**src/rtl/fdse_pkg.sv**
```systemverilog
// Shared types, constants and codes for the fractional divider shift encoder.
package fdse_pkg;

  // Field widths
  localparam int ADDR_W  = 8;
  localparam int BYTE_W  = 8;
  localparam int INT_W   = 12;
  localparam int FRAC_W  = 20;
  localparam int SHIFT_W = 32;
  localparam int STEP_W  = 24;
  localparam int P1_W    = 18;
  localparam int P2_W    = 20;

  // Serial divider: 48-bit dividend, 24-bit divisor, one quotient bit a cycle
  localparam int DIV_NUM_W = 48;
  localparam int DIV_DEN_W = 24;
  localparam int DIV_CNT_W = $clog2(DIV_NUM_W + 1);

  // Item queue between front and back
  localparam int Q_DEPTH = 2;
  localparam int Q_PTR_W = $clog2(Q_DEPTH);
  localparam int Q_CNT_W = $clog2(Q_DEPTH + 1);

  // Divider defaults and PLL register blocks
  localparam int FRAC_DENOM_DEF    = 1048575;
  localparam int PLLA_BASE_REG_DEF = 26;
  localparam int PLLB_BASE_REG_DEF = 34;

  // Configuration register reset values
  localparam logic [STEP_W-1:0] STEP_RST   = 24'd65536;
  localparam logic [FRAC_W-1:0] CENTER_RST = 20'd500000;
  localparam logic [FRAC_W-1:0] FRAC_MAX   = 20'hFFFFF;

  // Encoding offsets
  localparam logic [P1_W-1:0] P1_OFFSET = 18'd512;

  // Configuration register indexes
  typedef enum logic [1:0] {
    CFG_STEP   = 2'd0,
    CFG_CENTER = 2'd1,
    CFG_READY  = 2'd2
  } cfg_idx_t;

  // Action codes
  typedef enum logic {
    ACT_SHIFT = 1'b0,
    ACT_FULL  = 1'b1
  } action_t;

  // Divider targets
  typedef enum logic [1:0] {
    TGT_MS   = 2'd0,
    TGT_PLLA = 2'd1,
    TGT_PLLB = 2'd2,
    TGT_NONE = 2'd3
  } target_t;

  // Classified item as it travels through the queue
  typedef struct packed {
    action_t              action;
    target_t              target;
    logic [ADDR_W-1:0]    base;
    logic [INT_W-1:0]     ipart;
    logic [FRAC_W-1:0]    fpart;
    logic                 neg;
    logic [SHIFT_W-1:0]   mag;
  } item_t;

  // Queue status
  typedef struct packed {
    logic               full;
    logic               empty;
    logic [Q_CNT_W-1:0] count;
  } q_stat_t;

  // Divider request and response
  typedef struct packed {
    logic                 start;
    logic [DIV_NUM_W-1:0] num;
    logic [DIV_DEN_W-1:0] den;
  } div_req_t;

  typedef struct packed {
    logic                 busy;
    logic                 done;
    logic [DIV_NUM_W-1:0] quot;
  } div_rsp_t;

  // Back end sequencer states
  typedef enum logic [2:0] {
    BK_IDLE,
    BK_QDIV,
    BK_SHIFT,
    BK_ENC,
    BK_REM,
    BK_EMIT
  } bk_state_t;

endpackage

```
**src/rtl/fdse_front.sv**
```systemverilog
// Input stage: accepts items, drops shifts while not ready, forms offset magnitude.
module fdse_front (
  input  logic                    clk,
  input  logic                    rst_n,
  input  logic                    in_valid,
  output logic                    in_ready,
  input  logic                    in_action,
  input  logic [1:0]              in_divider_target,
  input  logic [7:0]              in_base_register,
  input  logic [11:0]             in_integer_part,
  input  logic [19:0]             in_fraction_part,
  input  logic signed [31:0]      in_shift_hz,
  input  logic                    ready_cfg,
  input  logic                    q_full,
  output logic                    q_push,
  output fdse_pkg::item_t         q_item
);
  import fdse_pkg::*;

  logic  valid_r, valid_nxt;
  item_t item_r, item_nxt;
  logic  accept;
  logic  neg;

  assign q_push   = valid_r && !q_full;
  assign in_ready = !valid_r || !q_full;
  assign accept   = in_valid && in_ready;
  assign q_item   = item_r;
  assign neg      = in_shift_hz[SHIFT_W-1];

  // Classify: a shift write while not set up causes nothing and is dropped here
  always_comb begin
    valid_nxt = valid_r && !q_push;
    item_nxt  = item_r;
    if (accept) begin
      item_nxt.action = action_t'(in_action);
      item_nxt.target = target_t'(in_divider_target);
      item_nxt.base   = in_base_register;
      item_nxt.ipart  = in_integer_part;
      item_nxt.fpart  = in_fraction_part;
      item_nxt.neg    = neg;
      item_nxt.mag    = neg ? (~in_shift_hz + 32'sd1) : in_shift_hz;
      valid_nxt       = (in_action == ACT_FULL) || ready_cfg;
    end
  end

  always_ff @(posedge clk) begin
    if (!rst_n) begin
      valid_r <= 1'b0;
    end else begin
      valid_r <= valid_nxt;
    end
    item_r <= item_nxt;
  end

endmodule

```
**src/rtl/fdse_queue.sv**
```systemverilog
// Short item queue between the front and back parts.
module fdse_queue (
  input  logic              clk,
  input  logic              rst_n,
  input  logic              push,
  input  fdse_pkg::item_t   push_item,
  input  logic              pop,
  output fdse_pkg::item_t   head,
  output fdse_pkg::q_stat_t stat
);
  import fdse_pkg::*;

  item_t              slot_r [Q_DEPTH];
  logic [Q_PTR_W-1:0] wr_ptr_r, wr_ptr_nxt;
  logic [Q_PTR_W-1:0] rd_ptr_r, rd_ptr_nxt;
  logic [Q_CNT_W-1:0] cnt_r, cnt_nxt;
  logic               do_push, do_pop;

  assign stat.full  = (cnt_r == Q_CNT_W'(Q_DEPTH));
  assign stat.empty = (cnt_r == '0);
  assign stat.count = cnt_r;
  assign head       = slot_r[rd_ptr_r];
  assign do_push    = push && !stat.full;
  assign do_pop     = pop && !stat.empty;

  // Pointer wrap at the queue depth
  always_comb begin
    wr_ptr_nxt = wr_ptr_r;
    rd_ptr_nxt = rd_ptr_r;
    cnt_nxt    = cnt_r;
    if (do_push) begin
      wr_ptr_nxt = (wr_ptr_r == Q_PTR_W'(Q_DEPTH - 1)) ? '0 : wr_ptr_r + 1'b1;
    end
    if (do_pop) begin
      rd_ptr_nxt = (rd_ptr_r == Q_PTR_W'(Q_DEPTH - 1)) ? '0 : rd_ptr_r + 1'b1;
    end
    case ({do_push, do_pop})
      2'b10:   cnt_nxt = cnt_r + 1'b1;
      2'b01:   cnt_nxt = cnt_r - 1'b1;
      default: cnt_nxt = cnt_r;
    endcase
  end

  always_ff @(posedge clk) begin
    if (!rst_n) begin
      wr_ptr_r <= '0;
      rd_ptr_r <= '0;
      cnt_r    <= '0;
    end else begin
      wr_ptr_r <= wr_ptr_nxt;
      rd_ptr_r <= rd_ptr_nxt;
      cnt_r    <= cnt_nxt;
    end
    if (do_push) begin
      slot_r[wr_ptr_r] <= push_item;
    end
  end

endmodule

```
**src/rtl/fdse_div.sv**
```systemverilog
// Restoring serial divider, one quotient bit per cycle.
module fdse_div (
  input  logic               clk,
  input  logic               rst_n,
  input  fdse_pkg::div_req_t req,
  output fdse_pkg::div_rsp_t rsp
);
  import fdse_pkg::*;

  logic [DIV_NUM_W-1:0] num_r, num_nxt;
  logic [DIV_DEN_W-1:0] rem_r, rem_nxt;
  logic [DIV_DEN_W-1:0] den_r, den_nxt;
  logic [DIV_CNT_W-1:0] cnt_r, cnt_nxt;
  logic                 busy_r, busy_nxt;
  logic                 done_r, done_nxt;
  logic [DIV_DEN_W:0]   rem_sh;
  logic                 ge;

  // Trial subtract of the shifted partial remainder
  assign rem_sh = {rem_r, num_r[DIV_NUM_W-1]};
  assign ge     = (rem_sh >= {1'b0, den_r});

  always_comb begin
    num_nxt  = num_r;
    rem_nxt  = rem_r;
    den_nxt  = den_r;
    cnt_nxt  = cnt_r;
    busy_nxt = busy_r;
    done_nxt = 1'b0;
    if (req.start) begin
      num_nxt  = req.num;
      rem_nxt  = '0;
      den_nxt  = req.den;
      cnt_nxt  = DIV_CNT_W'(DIV_NUM_W);
      busy_nxt = 1'b1;
    end else if (busy_r) begin
      num_nxt = {num_r[DIV_NUM_W-2:0], ge};
      rem_nxt = ge ? DIV_DEN_W'(rem_sh - {1'b0, den_r}) : DIV_DEN_W'(rem_sh);
      cnt_nxt = cnt_r - 1'b1;
      if (cnt_r == DIV_CNT_W'(1)) begin
        busy_nxt = 1'b0;
        done_nxt = 1'b1;
      end
    end
  end

  always_ff @(posedge clk) begin
    if (!rst_n) begin
      busy_r <= 1'b0;
      done_r <= 1'b0;
      cnt_r  <= '0;
    end else begin
      busy_r <= busy_nxt;
      done_r <= done_nxt;
      cnt_r  <= cnt_nxt;
    end
    num_r <= num_nxt;
    rem_r <= rem_nxt;
    den_r <= den_nxt;
  end

  assign rsp.busy = busy_r;
  assign rsp.done = done_r;
  assign rsp.quot = num_r;

endmodule

```
**src/rtl/fdse_back.sv**
```systemverilog
// Back end: scales shift offsets, encodes dividers, keeps PLL state, emits register bytes.
module fdse_back #(
  parameter int FRAC_DENOM    = fdse_pkg::FRAC_DENOM_DEF,
  parameter int PLLA_BASE_REG = fdse_pkg::PLLA_BASE_REG_DEF,
  parameter int PLLB_BASE_REG = fdse_pkg::PLLB_BASE_REG_DEF
) (
  input  logic                          clk,
  input  logic                          rst_n,
  input  fdse_pkg::q_stat_t             q_stat,
  input  fdse_pkg::item_t               q_head,
  output logic                          q_pop,
  input  logic [fdse_pkg::STEP_W-1:0]   step_hz_q16,
  input  logic [fdse_pkg::FRAC_W-1:0]   center_fraction,
  output fdse_pkg::div_req_t            div_req,
  input  fdse_pkg::div_rsp_t            div_rsp,
  output logic                          out_valid,
  input  logic                          out_ready,
  output logic [7:0]                    out_register_address,
  output logic [7:0]                    out_data_byte,
  output logic                          out_last
);
  import fdse_pkg::*;

  localparam logic [P2_W-1:0]      P3     = P2_W'(FRAC_DENOM);
  localparam logic [ADDR_W-1:0]    PLLA_A = ADDR_W'(PLLA_BASE_REG);
  localparam logic [ADDR_W-1:0]    PLLB_A = ADDR_W'(PLLB_BASE_REG);
  localparam logic [ADDR_W-1:0]    BLK_HI = ADDR_W'(4);

  // Reciprocal of the fixed denominator, exact for every 128*b
  localparam int                   ENC_X_W = FRAC_W + 7;
  localparam int                   ENC_P_W = 2 * ENC_X_W + 1;
  localparam int                   REC_L   = $clog2(FRAC_DENOM);
  localparam int                   REC_S   = ENC_X_W + REC_L;
  localparam logic [63:0]          REC_M64 = ((64'd1 << REC_S) + 64'(FRAC_DENOM) - 64'd1)
                                             / 64'(FRAC_DENOM);
  localparam logic [ENC_X_W:0]     REC_M   = REC_M64[ENC_X_W:0];
  localparam logic [ENC_X_W-1:0]   DEN_X   = ENC_X_W'(FRAC_DENOM);

  bk_state_t            state_r, state_nxt;
  logic [INT_W-1:0]     pa_int_r, pa_int_nxt, pb_int_r, pb_int_nxt;
  logic [FRAC_W-1:0]    pa_frac_r, pa_frac_nxt, pb_frac_r, pb_frac_nxt;
  logic                 use_b_r, use_b_nxt;
  logic                 neg_r, neg_nxt;
  logic [DIV_NUM_W-1:0] q_r, q_nxt;
  logic [INT_W-1:0]     a_r, a_nxt;
  logic [FRAC_W-1:0]    eb_r, eb_nxt;
  logic [ENC_X_W-1:0]   encq_r, encq_nxt;
  logic [ADDR_W-1:0]    origin_r, origin_nxt;
  logic [2:0]           k_r, k_nxt;
  logic [P1_W-1:0]      p1_r, p1_nxt;
  logic [P2_W-1:0]      p2_r, p2_nxt;
  logic                 ov_r, ov_nxt;
  logic [ADDR_W-1:0]    oa_r, oa_nxt;
  logic [BYTE_W-1:0]    od_r, od_nxt;
  logic                 ol_r, ol_nxt;

  logic [FRAC_W-1:0]    limit, qc, newb, stored;
  logic [FRAC_W:0]      sum;
  logic                 out_load;
  logic [ENC_X_W-1:0]   enc_x, enc_cq;
  logic [ENC_P_W-1:0]   enc_prod;

  // Register byte k of a divider block
  function automatic logic [BYTE_W-1:0] block_byte(input logic [2:0] k,
                                                   input logic [P1_W-1:0] p1,
                                                   input logic [P2_W-1:0] p2);
    logic [BYTE_W-1:0] b;
    case (k)
      3'd0:    b = P3[15:8];
      3'd1:    b = P3[7:0];
      3'd2:    b = {6'b0, p1[17:16]};
      3'd3:    b = p1[15:8];
      3'd4:    b = p1[7:0];
      3'd5:    b = {P3[19:16], p2[19:16]};
      3'd6:    b = p2[15:8];
      default: b = p2[7:0];
    endcase
    return b;
  endfunction

  // New fraction from the clamped count around the center
  always_comb begin
    limit  = (center_fraction >= FRAC_W'(1)) ? center_fraction - 1'b1 : '0;
    qc     = (q_r > DIV_NUM_W'(limit)) ? limit : q_r[FRAC_W-1:0];
    sum    = neg_r ? {1'b0, center_fraction} - {1'b0, qc}
                   : {1'b0, center_fraction} + {1'b0, qc};
    newb   = sum[FRAC_W] ? FRAC_MAX : sum[FRAC_W-1:0];
    stored = use_b_r ? pb_frac_r : pa_frac_r;
  end

  // Encode: quotient of 128*b by the denominator, then the remainder
  assign enc_x    = {eb_r, 7'b0};
  assign enc_prod = ENC_P_W'(enc_x) * ENC_P_W'(REC_M);
  assign enc_cq   = DEN_X * encq_r;

  assign out_load = !ov_r || out_ready;

  // Sequencer
  always_comb begin
    state_nxt   = state_r;
    pa_int_nxt  = pa_int_r;
    pb_int_nxt  = pb_int_r;
    pa_frac_nxt = pa_frac_r;
    pb_frac_nxt = pb_frac_r;
    use_b_nxt   = use_b_r;
    neg_nxt     = neg_r;
    q_nxt       = q_r;
    a_nxt       = a_r;
    eb_nxt      = eb_r;
    encq_nxt    = encq_r;
    origin_nxt  = origin_r;
    k_nxt       = k_r;
    p1_nxt      = p1_r;
    p2_nxt      = p2_r;
    ov_nxt      = ov_r && !out_ready;
    oa_nxt      = oa_r;
    od_nxt      = od_r;
    ol_nxt      = ol_r;
    q_pop       = 1'b0;
    div_req     = '0;
    unique case (state_r)
      BK_IDLE: begin
        if (!q_stat.empty) begin
          q_pop     = 1'b1;
          use_b_nxt = (q_head.target == TGT_PLLB);
          neg_nxt   = q_head.neg;
          if (q_head.action == ACT_FULL) begin
            eb_nxt     = q_head.fpart;
            a_nxt      = q_head.ipart;
            origin_nxt = q_head.base;
            k_nxt      = 3'd0;
            if (q_head.target == TGT_PLLA) begin
              pa_int_nxt  = q_head.ipart;
              pa_frac_nxt = q_head.fpart;
            end else if (q_head.target == TGT_PLLB) begin
              pb_int_nxt  = q_head.ipart;
              pb_frac_nxt = q_head.fpart;
            end
            state_nxt = BK_ENC;
          end else if (q_head.mag == '0) begin
            q_nxt     = '0;
            state_nxt = BK_SHIFT;
          end else if (step_hz_q16 == '0) begin
            // zero step: unbounded quotient, clamps to the limit
            q_nxt     = '1;
            state_nxt = BK_SHIFT;
          end else begin
            div_req.start = 1'b1;
            div_req.num   = {q_head.mag, 16'b0};
            div_req.den   = step_hz_q16;
            state_nxt     = BK_QDIV;
          end
        end
      end
      BK_QDIV: begin
        if (div_rsp.done) begin
          q_nxt     = div_rsp.quot;
          state_nxt = BK_SHIFT;
        end
      end
      BK_SHIFT: begin
        if (newb == stored) begin
          state_nxt = BK_IDLE;
        end else begin
          eb_nxt     = newb;
          a_nxt      = use_b_r ? pb_int_r : pa_int_r;
          origin_nxt = use_b_r ? PLLB_A : PLLA_A;
          k_nxt      = 3'd4;
          if (use_b_r) begin
            pb_frac_nxt = newb;
          end else begin
            pa_frac_nxt = newb;
          end
          state_nxt = BK_ENC;
        end
      end
      BK_ENC: begin
        encq_nxt  = ENC_X_W'(enc_prod >> REC_S);
        state_nxt = BK_REM;
      end
      BK_REM: begin
        p1_nxt    = P1_W'({a_r, 7'b0}) + encq_r[P1_W-1:0] - P1_OFFSET;
        p2_nxt    = P2_W'(enc_x - enc_cq);
        state_nxt = BK_EMIT;
      end
      BK_EMIT: begin
        if (out_load) begin
          ov_nxt = 1'b1;
          oa_nxt = (k_r >= 3'd4) ? origin_r + BLK_HI + ADDR_W'(k_r - 3'd4)
                                 : origin_r + ADDR_W'(k_r);
          od_nxt = block_byte(k_r, p1_r, p2_r);
          ol_nxt = (k_r == 3'd7);
          k_nxt  = k_r + 1'b1;
          if (k_r == 3'd7) begin
            state_nxt = BK_IDLE;
          end
        end
      end
      default: state_nxt = BK_IDLE;
    endcase
  end

  always_ff @(posedge clk) begin
    if (!rst_n) begin
      state_r   <= BK_IDLE;
      ov_r      <= 1'b0;
      pa_int_r  <= '0;
      pb_int_r  <= '0;
      pa_frac_r <= '0;
      pb_frac_r <= '0;
    end else begin
      state_r   <= state_nxt;
      ov_r      <= ov_nxt;
      pa_int_r  <= pa_int_nxt;
      pb_int_r  <= pb_int_nxt;
      pa_frac_r <= pa_frac_nxt;
      pb_frac_r <= pb_frac_nxt;
    end
    use_b_r  <= use_b_nxt;
    neg_r    <= neg_nxt;
    q_r      <= q_nxt;
    a_r      <= a_nxt;
    eb_r     <= eb_nxt;
    encq_r   <= encq_nxt;
    origin_r <= origin_nxt;
    k_r      <= k_nxt;
    p1_r     <= p1_nxt;
    p2_r     <= p2_nxt;
    oa_r     <= oa_nxt;
    od_r     <= od_nxt;
    ol_r     <= ol_nxt;
  end

  assign out_valid            = ov_r;
  assign out_register_address = oa_r;
  assign out_data_byte        = od_r;
  assign out_last             = ol_r;

endmodule

```
**src/rtl/fractional_divider_shift_encoder_unit.sv**
```systemverilog
// Path: a full write goes through the input register, the queue, the reciprocal multiply
// and the remainder to its first byte, then one byte a cycle while out_ready takes them; a
// shift write first has a 48-step divide by the step, skipped for a zero offset or step.
// The back end ends one item's bytes before it pops the next; the queue holds more meanwhile.
// Reset: synchronous active-low rst_n clears queue, sequencer, stored PLL values
// and loads the configuration defaults; shift writes are ignored until ready_cfg is set.
module fractional_divider_shift_encoder_unit #(
  parameter int FRAC_DENOM    = fdse_pkg::FRAC_DENOM_DEF,
  parameter int PLLA_BASE_REG = fdse_pkg::PLLA_BASE_REG_DEF,
  parameter int PLLB_BASE_REG = fdse_pkg::PLLB_BASE_REG_DEF
) (
  input  logic               clk,
  input  logic               rst_n,
  input  logic               in_valid,
  output logic               in_ready,
  input  logic               in_action,
  input  logic [1:0]         in_divider_target,
  input  logic [7:0]         in_base_register,
  input  logic [11:0]        in_integer_part,
  input  logic [19:0]        in_fraction_part,
  input  logic signed [31:0] in_shift_hz,
  output logic               out_valid,
  input  logic               out_ready,
  output logic [7:0]         out_register_address,
  output logic [7:0]         out_data_byte,
  output logic               out_last,
  input  logic               cfg_valid,
  output logic               cfg_ready,
  input  logic [1:0]         cfg_index,
  input  logic [23:0]        cfg_data
);
  import fdse_pkg::*;

  logic [STEP_W-1:0] step_r, step_nxt;
  logic [FRAC_W-1:0] center_r, center_nxt;
  logic              rdy_r, rdy_nxt;

  logic     q_push, q_pop;
  item_t    q_in, q_head;
  q_stat_t  q_stat;
  div_req_t div_req;
  div_rsp_t div_rsp;

  // Configuration registers
  assign cfg_ready = 1'b1;

  always_comb begin
    step_nxt   = step_r;
    center_nxt = center_r;
    rdy_nxt    = rdy_r;
    if (cfg_valid && cfg_ready) begin
      unique case (cfg_idx_t'(cfg_index))
        CFG_STEP:   step_nxt   = cfg_data;
        CFG_CENTER: center_nxt = cfg_data[FRAC_W-1:0];
        CFG_READY:  rdy_nxt    = cfg_data[0];
        default:    ;
      endcase
    end
  end

  always_ff @(posedge clk) begin
    if (!rst_n) begin
      step_r   <= STEP_RST;
      center_r <= CENTER_RST;
      rdy_r    <= 1'b0;
    end else begin
      step_r   <= step_nxt;
      center_r <= center_nxt;
      rdy_r    <= rdy_nxt;
    end
  end

  fdse_front u_front (
    .clk               (clk),
    .rst_n             (rst_n),
    .in_valid          (in_valid),
    .in_ready          (in_ready),
    .in_action         (in_action),
    .in_divider_target (in_divider_target),
    .in_base_register  (in_base_register),
    .in_integer_part   (in_integer_part),
    .in_fraction_part  (in_fraction_part),
    .in_shift_hz       (in_shift_hz),
    .ready_cfg         (rdy_r),
    .q_full            (q_stat.full),
    .q_push            (q_push),
    .q_item            (q_in)
  );

  fdse_queue u_queue (
    .clk       (clk),
    .rst_n     (rst_n),
    .push      (q_push),
    .push_item (q_in),
    .pop       (q_pop),
    .head      (q_head),
    .stat      (q_stat)
  );

  fdse_div u_div (
    .clk   (clk),
    .rst_n (rst_n),
    .req   (div_req),
    .rsp   (div_rsp)
  );

  fdse_back #(
    .FRAC_DENOM    (FRAC_DENOM),
    .PLLA_BASE_REG (PLLA_BASE_REG),
    .PLLB_BASE_REG (PLLB_BASE_REG)
  ) u_back (
    .clk                  (clk),
    .rst_n                (rst_n),
    .q_stat               (q_stat),
    .q_head               (q_head),
    .q_pop                (q_pop),
    .step_hz_q16          (step_r),
    .center_fraction      (center_r),
    .div_req              (div_req),
    .div_rsp              (div_rsp),
    .out_valid            (out_valid),
    .out_ready            (out_ready),
    .out_register_address (out_register_address),
    .out_data_byte        (out_data_byte),
    .out_last             (out_last)
  );

  // Front never pushes into a full queue
  a_no_overflow: assert property (@(posedge clk) disable iff (!rst_n)
    q_push |-> !q_stat.full)
    else $error("item pushed into full queue");

  // Back never pops an empty queue
  a_no_underflow: assert property (@(posedge clk) disable iff (!rst_n)
    q_pop |-> !q_stat.empty)
    else $error("item popped from empty queue");

  // Divider is only started when idle
  a_div_idle: assert property (@(posedge clk) disable iff (!rst_n)
    div_req.start |-> !div_rsp.busy)
    else $error("divider restarted while busy");

  // Queue occupancy stays within its depth
  a_q_count: assert property (@(posedge clk) disable iff (!rst_n)
    q_stat.count <= Q_CNT_W'(Q_DEPTH))
    else $error("queue count out of range");

endmodule

```
**config.mk**
```make
export PLATFORM = sky130hd
export DESIGN_NAME = fractional_divider_shift_encoder_unit
export DESIGN_NICKNAME = d
export VERILOG_FILES = /design/src/rtl/fdse_pkg.sv /design/src/rtl/fdse_front.sv /design/src/rtl/fdse_queue.sv /design/src/rtl/fdse_div.sv /design/src/rtl/fdse_back.sv /design/src/rtl/fractional_divider_shift_encoder_unit.sv
export SDC_FILE = /design/constraint.sdc
export NUM_CORES = 1
export LEC_CHECK = 0
export BUFFER_PORTS_ARGS = -buffer_cell sky130_fd_sc_hd__buf_2
export CORE_ASPECT_RATIO = 0.6
export CORE_MARGIN = 2
export CORE_UTILIZATION = 41
export DETAILED_ROUTE_END_ITERATION = 8
export HOLD_SLACK_MARGIN = 0.08
export PLACE_DENSITY = 0.59
export SETUP_SLACK_MARGIN = 0.02
export SYNTH_ARGS = -nofsm -noshare
export SYNTH_HDL_FRONTEND = slang
export SYNTH_SLANG_ARGS = --single-unit
```
**constraint.sdc**
```tcl
create_clock -name clk -period 16.2 [get_ports clk]
set_input_delay 0 -clock clk [delete_from_list [all_inputs] [get_ports clk]]
set_output_delay 0 -clock clk [all_outputs]
set_load 0.05 [all_outputs]
```
== Word level (Yosys, flattened, before mapping) ==
Memory sizes are Yosys's and may differ from the RTL's. A register that Yosys moved wholly into a read port is not among the register bits.
Index checks and enable logic that the tools add are counted.
Word-level totals
  register bits: 451
  bits in writable memories: 152
  memories: 1
  word-level logic and storage cells: 230
  input bits: 106
Memories
  u_queue.slot_r: depth 2, width 76, rd ports 1, clocked after memory_dff 1, wr ports 1, RTL line fdse_queue.sv:13  | item_t slot_r [Q_DEPTH];
Operators by class
  add/subtract/negate cells: 18
  magnitude comparators: 4
  bitwise operators: 6
  multiplexer cells: 81
  multiply operators: 2
  reduce and logical (&&, ||, !) cells: 43
  equal/unequal tests: 34
Operator list (number)
  73-bit 2-to-1 mux: 5
  20-bit 2-to-1 mux: 18
  48-bit 2-to-1 mux: 7
  20-bit case mux with 2 select lines: 3
  48-bit case mux with 2 select lines: 1
  48-bit by 20-bit > comparator with 1-bit output: 1
  20-bit by 28-bit multiplier with 48-bit output (second input constant): 1
  8-bit case mux with 6 select lines: 1
  11-bit 2-to-1 mux: 4
  32-bit by 2-bit adder with 32-bit output (second input constant): 1
  32-bit logical NOT: 1
  8-bit 2-to-1 mux: 4
  32-bit NOT: 1
  31-bit 2-to-1 mux: 1
  3-bit 2-to-1 mux: 10
  25-bit by 24-bit >= comparator with 1-bit output: 1
  24-bit logical NOT: 1
  24-bit 2-to-1 mux: 1
  24-bit subtractor: 1
  11-bit case mux with 2 select lines: 1
  20-bit by 20-bit adder with 21-bit output: 1
  21-bit 2-to-1 mux: 1
  20-bit by 20-bit subtractor with 21-bit output: 1
  20-bit == test: 1
  48 further kinds: 120

== Logic depth before layout (Yosys ltp) ==
  depth after elaboration: 10
  depth in mapped cells: 46
  gate-level depth less buffers: 39

== By module ==
From an unflattened synthesis, not the netlist that was laid out.
Unflattened totals
  cell total of the unflattened synthesis: 2963
  area total of the unflattened synthesis: 33616.0 um2
Modules (own cells, without submodules)
  fdse_back: area an instance 17335.4 um2, cells an instance 1837, instances 1
  fdse_queue: area an instance 5706.7 um2, cells an instance 262, instances 1
  fdse_div: area an instance 5580.4 um2, cells an instance 486, instances 1
  fdse_front: area an instance 3165.5 um2, cells an instance 192, instances 1
  fractional_divider_shift_encoder_unit: area an instance 1828.0 um2, cells an instance 186, instances 1

== Worst setup path before layout ==
Ideal clock, no wire load.
  path type: reg-to-reg
  start point: register center_r[0]
  end point: register u_back.k_r[0], enable pin
  cell stages (with the launch flop): 43
  data required time: 15.891 ns
  arrival: 10.856 ns
  buffers on the path: 6
  path slack: 5.035 ns
  cells stage by stage: dfxtp_1 buf_2 inv_1 ha_1 nor3b_4 nand2_2 nor3_4 clkbuf_1 or2_2 ha_1 nor2b_1 o211ai_1 a21oi_1 o21ai_0 a21oi_1 nor2_1 clkbuf_1 clkbuf_1 [7 not listed] mux2_2 a31oi_1 xnor2_1 ha_1 o21ai_0 nor2b_1 or3_1 a211oi_1 o21ai_0 nand2b_1 a21oi_1 nor2_1 clkbuf_1 o22ai_1 o211ai_1 nor4_1 o21ai_0 or2_2
On the way
  cells in the longest elaborated chain, start to end: 10
  elaborated cells between the ends (all ways): 12
  those cells by class: 3 x add/sub; 2 x order compare; 2 x eq/ne; 4 x mux; 1 x reduce/logical
Ends and longest elaborated chain
  start: declaration: RTL line fractional_divider_shift_encoder_unit.sv:35  | logic [FRAC_W-1:0] center_r, center_nxt;
  start signal: assignment: RTL line fractional_divider_shift_encoder_unit.sv:68  | center_r <= center_nxt;
  20-bit by 1-bit subtractor with 20-bit output / 20-bit by 1-bit >= comparator with 1-bit output (equally long branches): RTL line fdse_back.sv:83  | limit = (center_fraction >= FRAC_W'(1)) ? center_fraction - 1'b1 : '0;
  20-bit 2-to-1 mux: RTL line fdse_back.sv:83
  48-bit by 20-bit > comparator with 1-bit output: RTL line fdse_back.sv:84  | qc = (q_r > DIV_NUM_W'(limit)) ? limit : q_r[FRAC_W-1:0];
  20-bit 2-to-1 mux: RTL line fdse_back.sv:84
  20-bit by 20-bit adder with 21-bit output / 20-bit by 20-bit subtractor with 21-bit output (equally long branches): RTL line fdse_back.sv:86, fdse_back.sv:85
  21-bit 2-to-1 mux *: RTL line fdse_back.sv:85  | sum = neg_r ? {1'b0, center_fraction} - {1'b0, qc}
  20-bit 2-to-1 mux *: RTL line fdse_back.sv:87  | newb = sum[FRAC_W] ? FRAC_MAX : sum[FRAC_W-1:0];
  20-bit == test *: RTL line fdse_back.sv:162  | if (newb == stored) begin
  2-bit != test (no source line) *
  5-bit AND reduction (no source line) *
  end signal: assignment: RTL line fdse_back.sv:226  | k_r <= k_nxt;
  end: declaration: RTL line fdse_back.sv:49  | logic [2:0] k_r, k_nxt;
Mark *: on every way between the ends. The rest lies on a longest branch, timed or not.
A chain may end at the register's enable or synchronous reset.

== Worst setup path after layout ==
  start point: register center_r[0]
  end point: register u_back.pb_frac_r[8]
On the way
  cells in the longest elaborated chain, start to end: 10
  elaborated cells between the ends (all ways): 15
  those cells by class: 3 x add/sub; 2 x order compare; 2 x eq/ne; 7 x mux; 1 x reduce/logical
Ends and longest elaborated chain
  20-bit by 1-bit subtractor with 20-bit output / 20-bit by 1-bit >= comparator with 1-bit output (equally long branches): RTL line fdse_back.sv:83
  20-bit 2-to-1 mux: RTL line fdse_back.sv:83
  48-bit by 20-bit > comparator with 1-bit output: RTL line fdse_back.sv:84
  20-bit 2-to-1 mux: RTL line fdse_back.sv:84
  20-bit by 20-bit adder with 21-bit output / 20-bit by 20-bit subtractor with 21-bit output (equally long branches): RTL line fdse_back.sv:86, fdse_back.sv:85
  21-bit 2-to-1 mux *: RTL line fdse_back.sv:85
  20-bit 2-to-1 mux *: RTL line fdse_back.sv:87
  20-bit == test / 20-bit 2-to-1 mux (equally long branches): RTL line fdse_back.sv:162, fdse_back.sv:169
  2-bit != test (no source line) / 20-bit 2-to-1 mux (equally long branches)
  7-bit AND reduction (no source line) / 20-bit case mux with 2 select lines (equally long branches)
  end signal: assignment: RTL line fdse_back.sv:217  | pb_frac_r <= pb_frac_nxt;
  end: declaration: RTL line fdse_back.sv:41  | logic [FRAC_W-1:0] pa_frac_r, pa_frac_nxt, pb_frac_r, pb_frac_nxt;
Mark *: on every way between the ends. The rest lies on a longest branch, timed or not. The select of a mux whose other input is x is not followed.

==> metrics <==
Synth top area share a little over two fifths; leak pwr roughly 0.015 uW; Yosys top cell by area edfxtp_1; CP max stage cell or4_4; clock skew 0.04041 ns; DRC 0; clock root buffer clkbuf_16; CP startpoint kind flip-flop; Seq/Total Area, Yosys between 50% and 60%; Hold WC Path Type input port to flip-flop; Hold Fails Final Rpt 0; Port Buffer Count 123; R2R Setup Slk roughly 5.6 ns; Setup TNS 0 ns; FF/Latch Area around 17000 um2; Vias 22730; ys flop type edfxtp_1; Post-CTS Setup Repair Bufs 0; Post-Syn Instances ~2800; first-pass iteration count of the detailed router 6; syn_area_per_cell 11.24 um2; Synth area leaders edfxtp_1 (42%), dfxtp_1 (9.3%), ha_1 (7.0%); Critical Path Sink Type flip-flop; simple-gate portion of the synthesized area 12.40%; Buf/Inv on CP 6; Worst Min Path Start in_fraction_part[2]; largest net degree at the start of global routing 106; Critical Path AT 11.12 ns; max incr delay on CP 0.65 ns; Max Freq about 95 MHz; ys async rst share 0%; Max Cap Viol 0; post-layout min period between 10 and 15 ns; share of layout cells above drive strength 1 11.05%; Pwr Density between 150 and 200 nW/um2; Die W 364.6 um; nets about 3500; initial core utilization between 40 and 50%; Multi-input gate area 14400 um2; Max H-tree Level 2; Hold Buf Count CTS 176; Die H around 220 um; largest family of logic cells by synthesized area simple AND/OR/NAND/NOR gates; worst reg2reg startpoint center_r[0]; Crit path required time between 15 and 20 ns; clock tree sinks 600; first-pass GRT wire length 124100 um; IO Pins 126; number of gates resized after cts 0; Clock Latency Late Sink 0.65 ns; Synth Area in Compound Gates around an eighth; Iter 0 DRT Violations between 1500 and 2000; Post-Synth Adder-Cell Area 11.17%; Clock transition at path regs about 0.060 ns; commonest non-fill, non-tap cell in the layout edfxtp_1; EDFF count, synth roughly 450; vias per inst 5.409; Tcrit/Tclk final roughly two thirds; GRT Total Usage 19.66%; worst-path maximum fanout roughly 50; Synth warnings 0; Top Family by Delay on Critical Path simple AND/OR/NAND/NOR gates; ant diodes 0; CTS tree built; Slew @ Worst Pin approximately 1.1 ns; Site Rows 79; Slew Viols, Final 0; Placed Area between 30000 and 40000 um2; CP startpoint center_r[0]; die area 80340 um2; Core Footprint between 70000 and 80000 um2; post-route antenna net violation count 0; outcome complete, no violations; Cell Area, Synth ~32000 um2; RSZ-0062 raised after global routing false; initial antenna violation count 1; GRT Residual Overflow 0; Post-Synth XOR/XNOR Area 4.217%; syn_nets 3198; commonest non-fill, non-tap cells in the layout edfxtp_1 (451), nand2_1 (329), ha_1 (180); vias in the first global route 22060; kind of critical path flip-flop to flip-flop; setup violators final 0; VDD IR max 0.1947 mV; CTS Buf Count between 50 and 60; WL/cell 18.69 um; # fillers 6817; Finished Cell Area about 37000 um2; Area growth syn-to-layout 17.17%; Rel. slew slack 26.71%; hpwl dp 56010 um; GP Congestion 0.9094; CTS max path bufs 3; synth unique cells 84; Synth Register Bits 600; Routed WL 78510 um; post-synthesis mux area share 4.768%
## stage by stage
stage                     hold WS [ns]  utilization (%)  cells  setup WS, ns  power [uW]
final                           0.1126            48.42   4201         5.640        7140
after global routing            0.1068            48.42   4201         4.953        7688
after CTS                      0.08474            48.42   4201         5.796        7162
after detailed placement        0.1781            43.49   3916         5.826        5593
after global placement          0.1776            43.49   3916         5.911        5508
after floorplan                0.09887                -   2846         5.035        4720
## cells in the mapped netlist (all sizes together) (8+ instances only)
library cell and count:
edfxtp 451, a21oi 129, nor4 48, xnor2 98, o211a 23, a21o 31
nor2b 40, xor2 56, nand2b 20, o21ai 139, nand2 332, a31o 50
clkbuf 115, a211oi 41, and2 26, nor2 148, inv 154, mux2 11
a31oi 21, or2 15, or4 9, nand3 37, o21a 10, mux2i 140
nand4 25, buf 19, and3 40, o211ai 9, or3 14, a21boi 52
dfxtp 149, ha 180, o31ai 15, nor3b 8, nor3 43, fa 66
## routing by layer
| layer | routed length, um | GRT usage (%) | vias to the layer above | share of wire (%) |
|---|---|---|---|---|
| li1 | - | - | 10860 | - |
| met1 | 40880 | 31.30 | 11150 | 52 |
| met2 | 31840 | 28.14 | 638 | 41 |
| met3 | 4662 | 2.803 | 79 | 5.9 |
| met4 | 1138 | 3.953 | 0 | 1.4 |
| met5 | 0 | 0 | - | 0 |
## worst reg2reg max path: cells and delay by family, from the launching register on
family          cells  cell delay [ns]
xor+xnor            1             0.13
flops               1             0.41
buf+inv             6             1.22
compound gates     12             3.19
simple gates       14             3.79
fa+ha+maj           4             1.18
mux                 2             0.58
## flip-flops by register name, summed over array words and instances (netlist names), 11 cells and up, named ones only
signal / count
u_queue.slot_r: 150
u_front.q_item: 75
u_back.q_r: 48
u_div.num_r: 48
step_r: 24
u_div.den_r: 24
u_div.rem_r: 24
center_r: 20
u_back.eb_r: 20
u_back.p2_r: 20
u_back.pa_frac_r: 20
u_back.pb_frac_r: 20
u_back.p1_r: 17
u_back.a_r: 11
u_back.pa_int_r: 11
u_back.pb_int_r: 11
## power breakdown
part	total (uW)	switching [uW]	internal, uW	leakage (uW)
logic	3270	1960	1320	0.00837
clock network	1470	606	867	0.00100
registers	2390	242	2150	0.00535
## area by class of cell
cell class                 instances  share of cell area, %
clock buffer                      73                  4.103
clock inverter                    36                  1.395
inverter                         154                  1.542
multi-input combinational       1958                  38.43
sequential                       600                  44.11
tap                             1053                  3.515
timing repair buffer             327                  6.911
## logic make-up after synthesis
kind of cell,after synthesis
other cells,1
flops,600
mux,151
compound gates,586
buf+inv,288
xor+xnor,154
simple gates,820
fa+ha+maj,246
## path summary, 6_finish.rpt
kind | to | cells after the start
setup / recovery | u_back.pb_frac_r[8] | 39
hold / removal | u_front.q_item[35] | 2
setup reg to reg | u_back.pb_frac_r[8] | 39
hold reg to reg | u_queue.slot_r[1][39] | 0
Note: power is estimated with default switching activity, not from simulation.
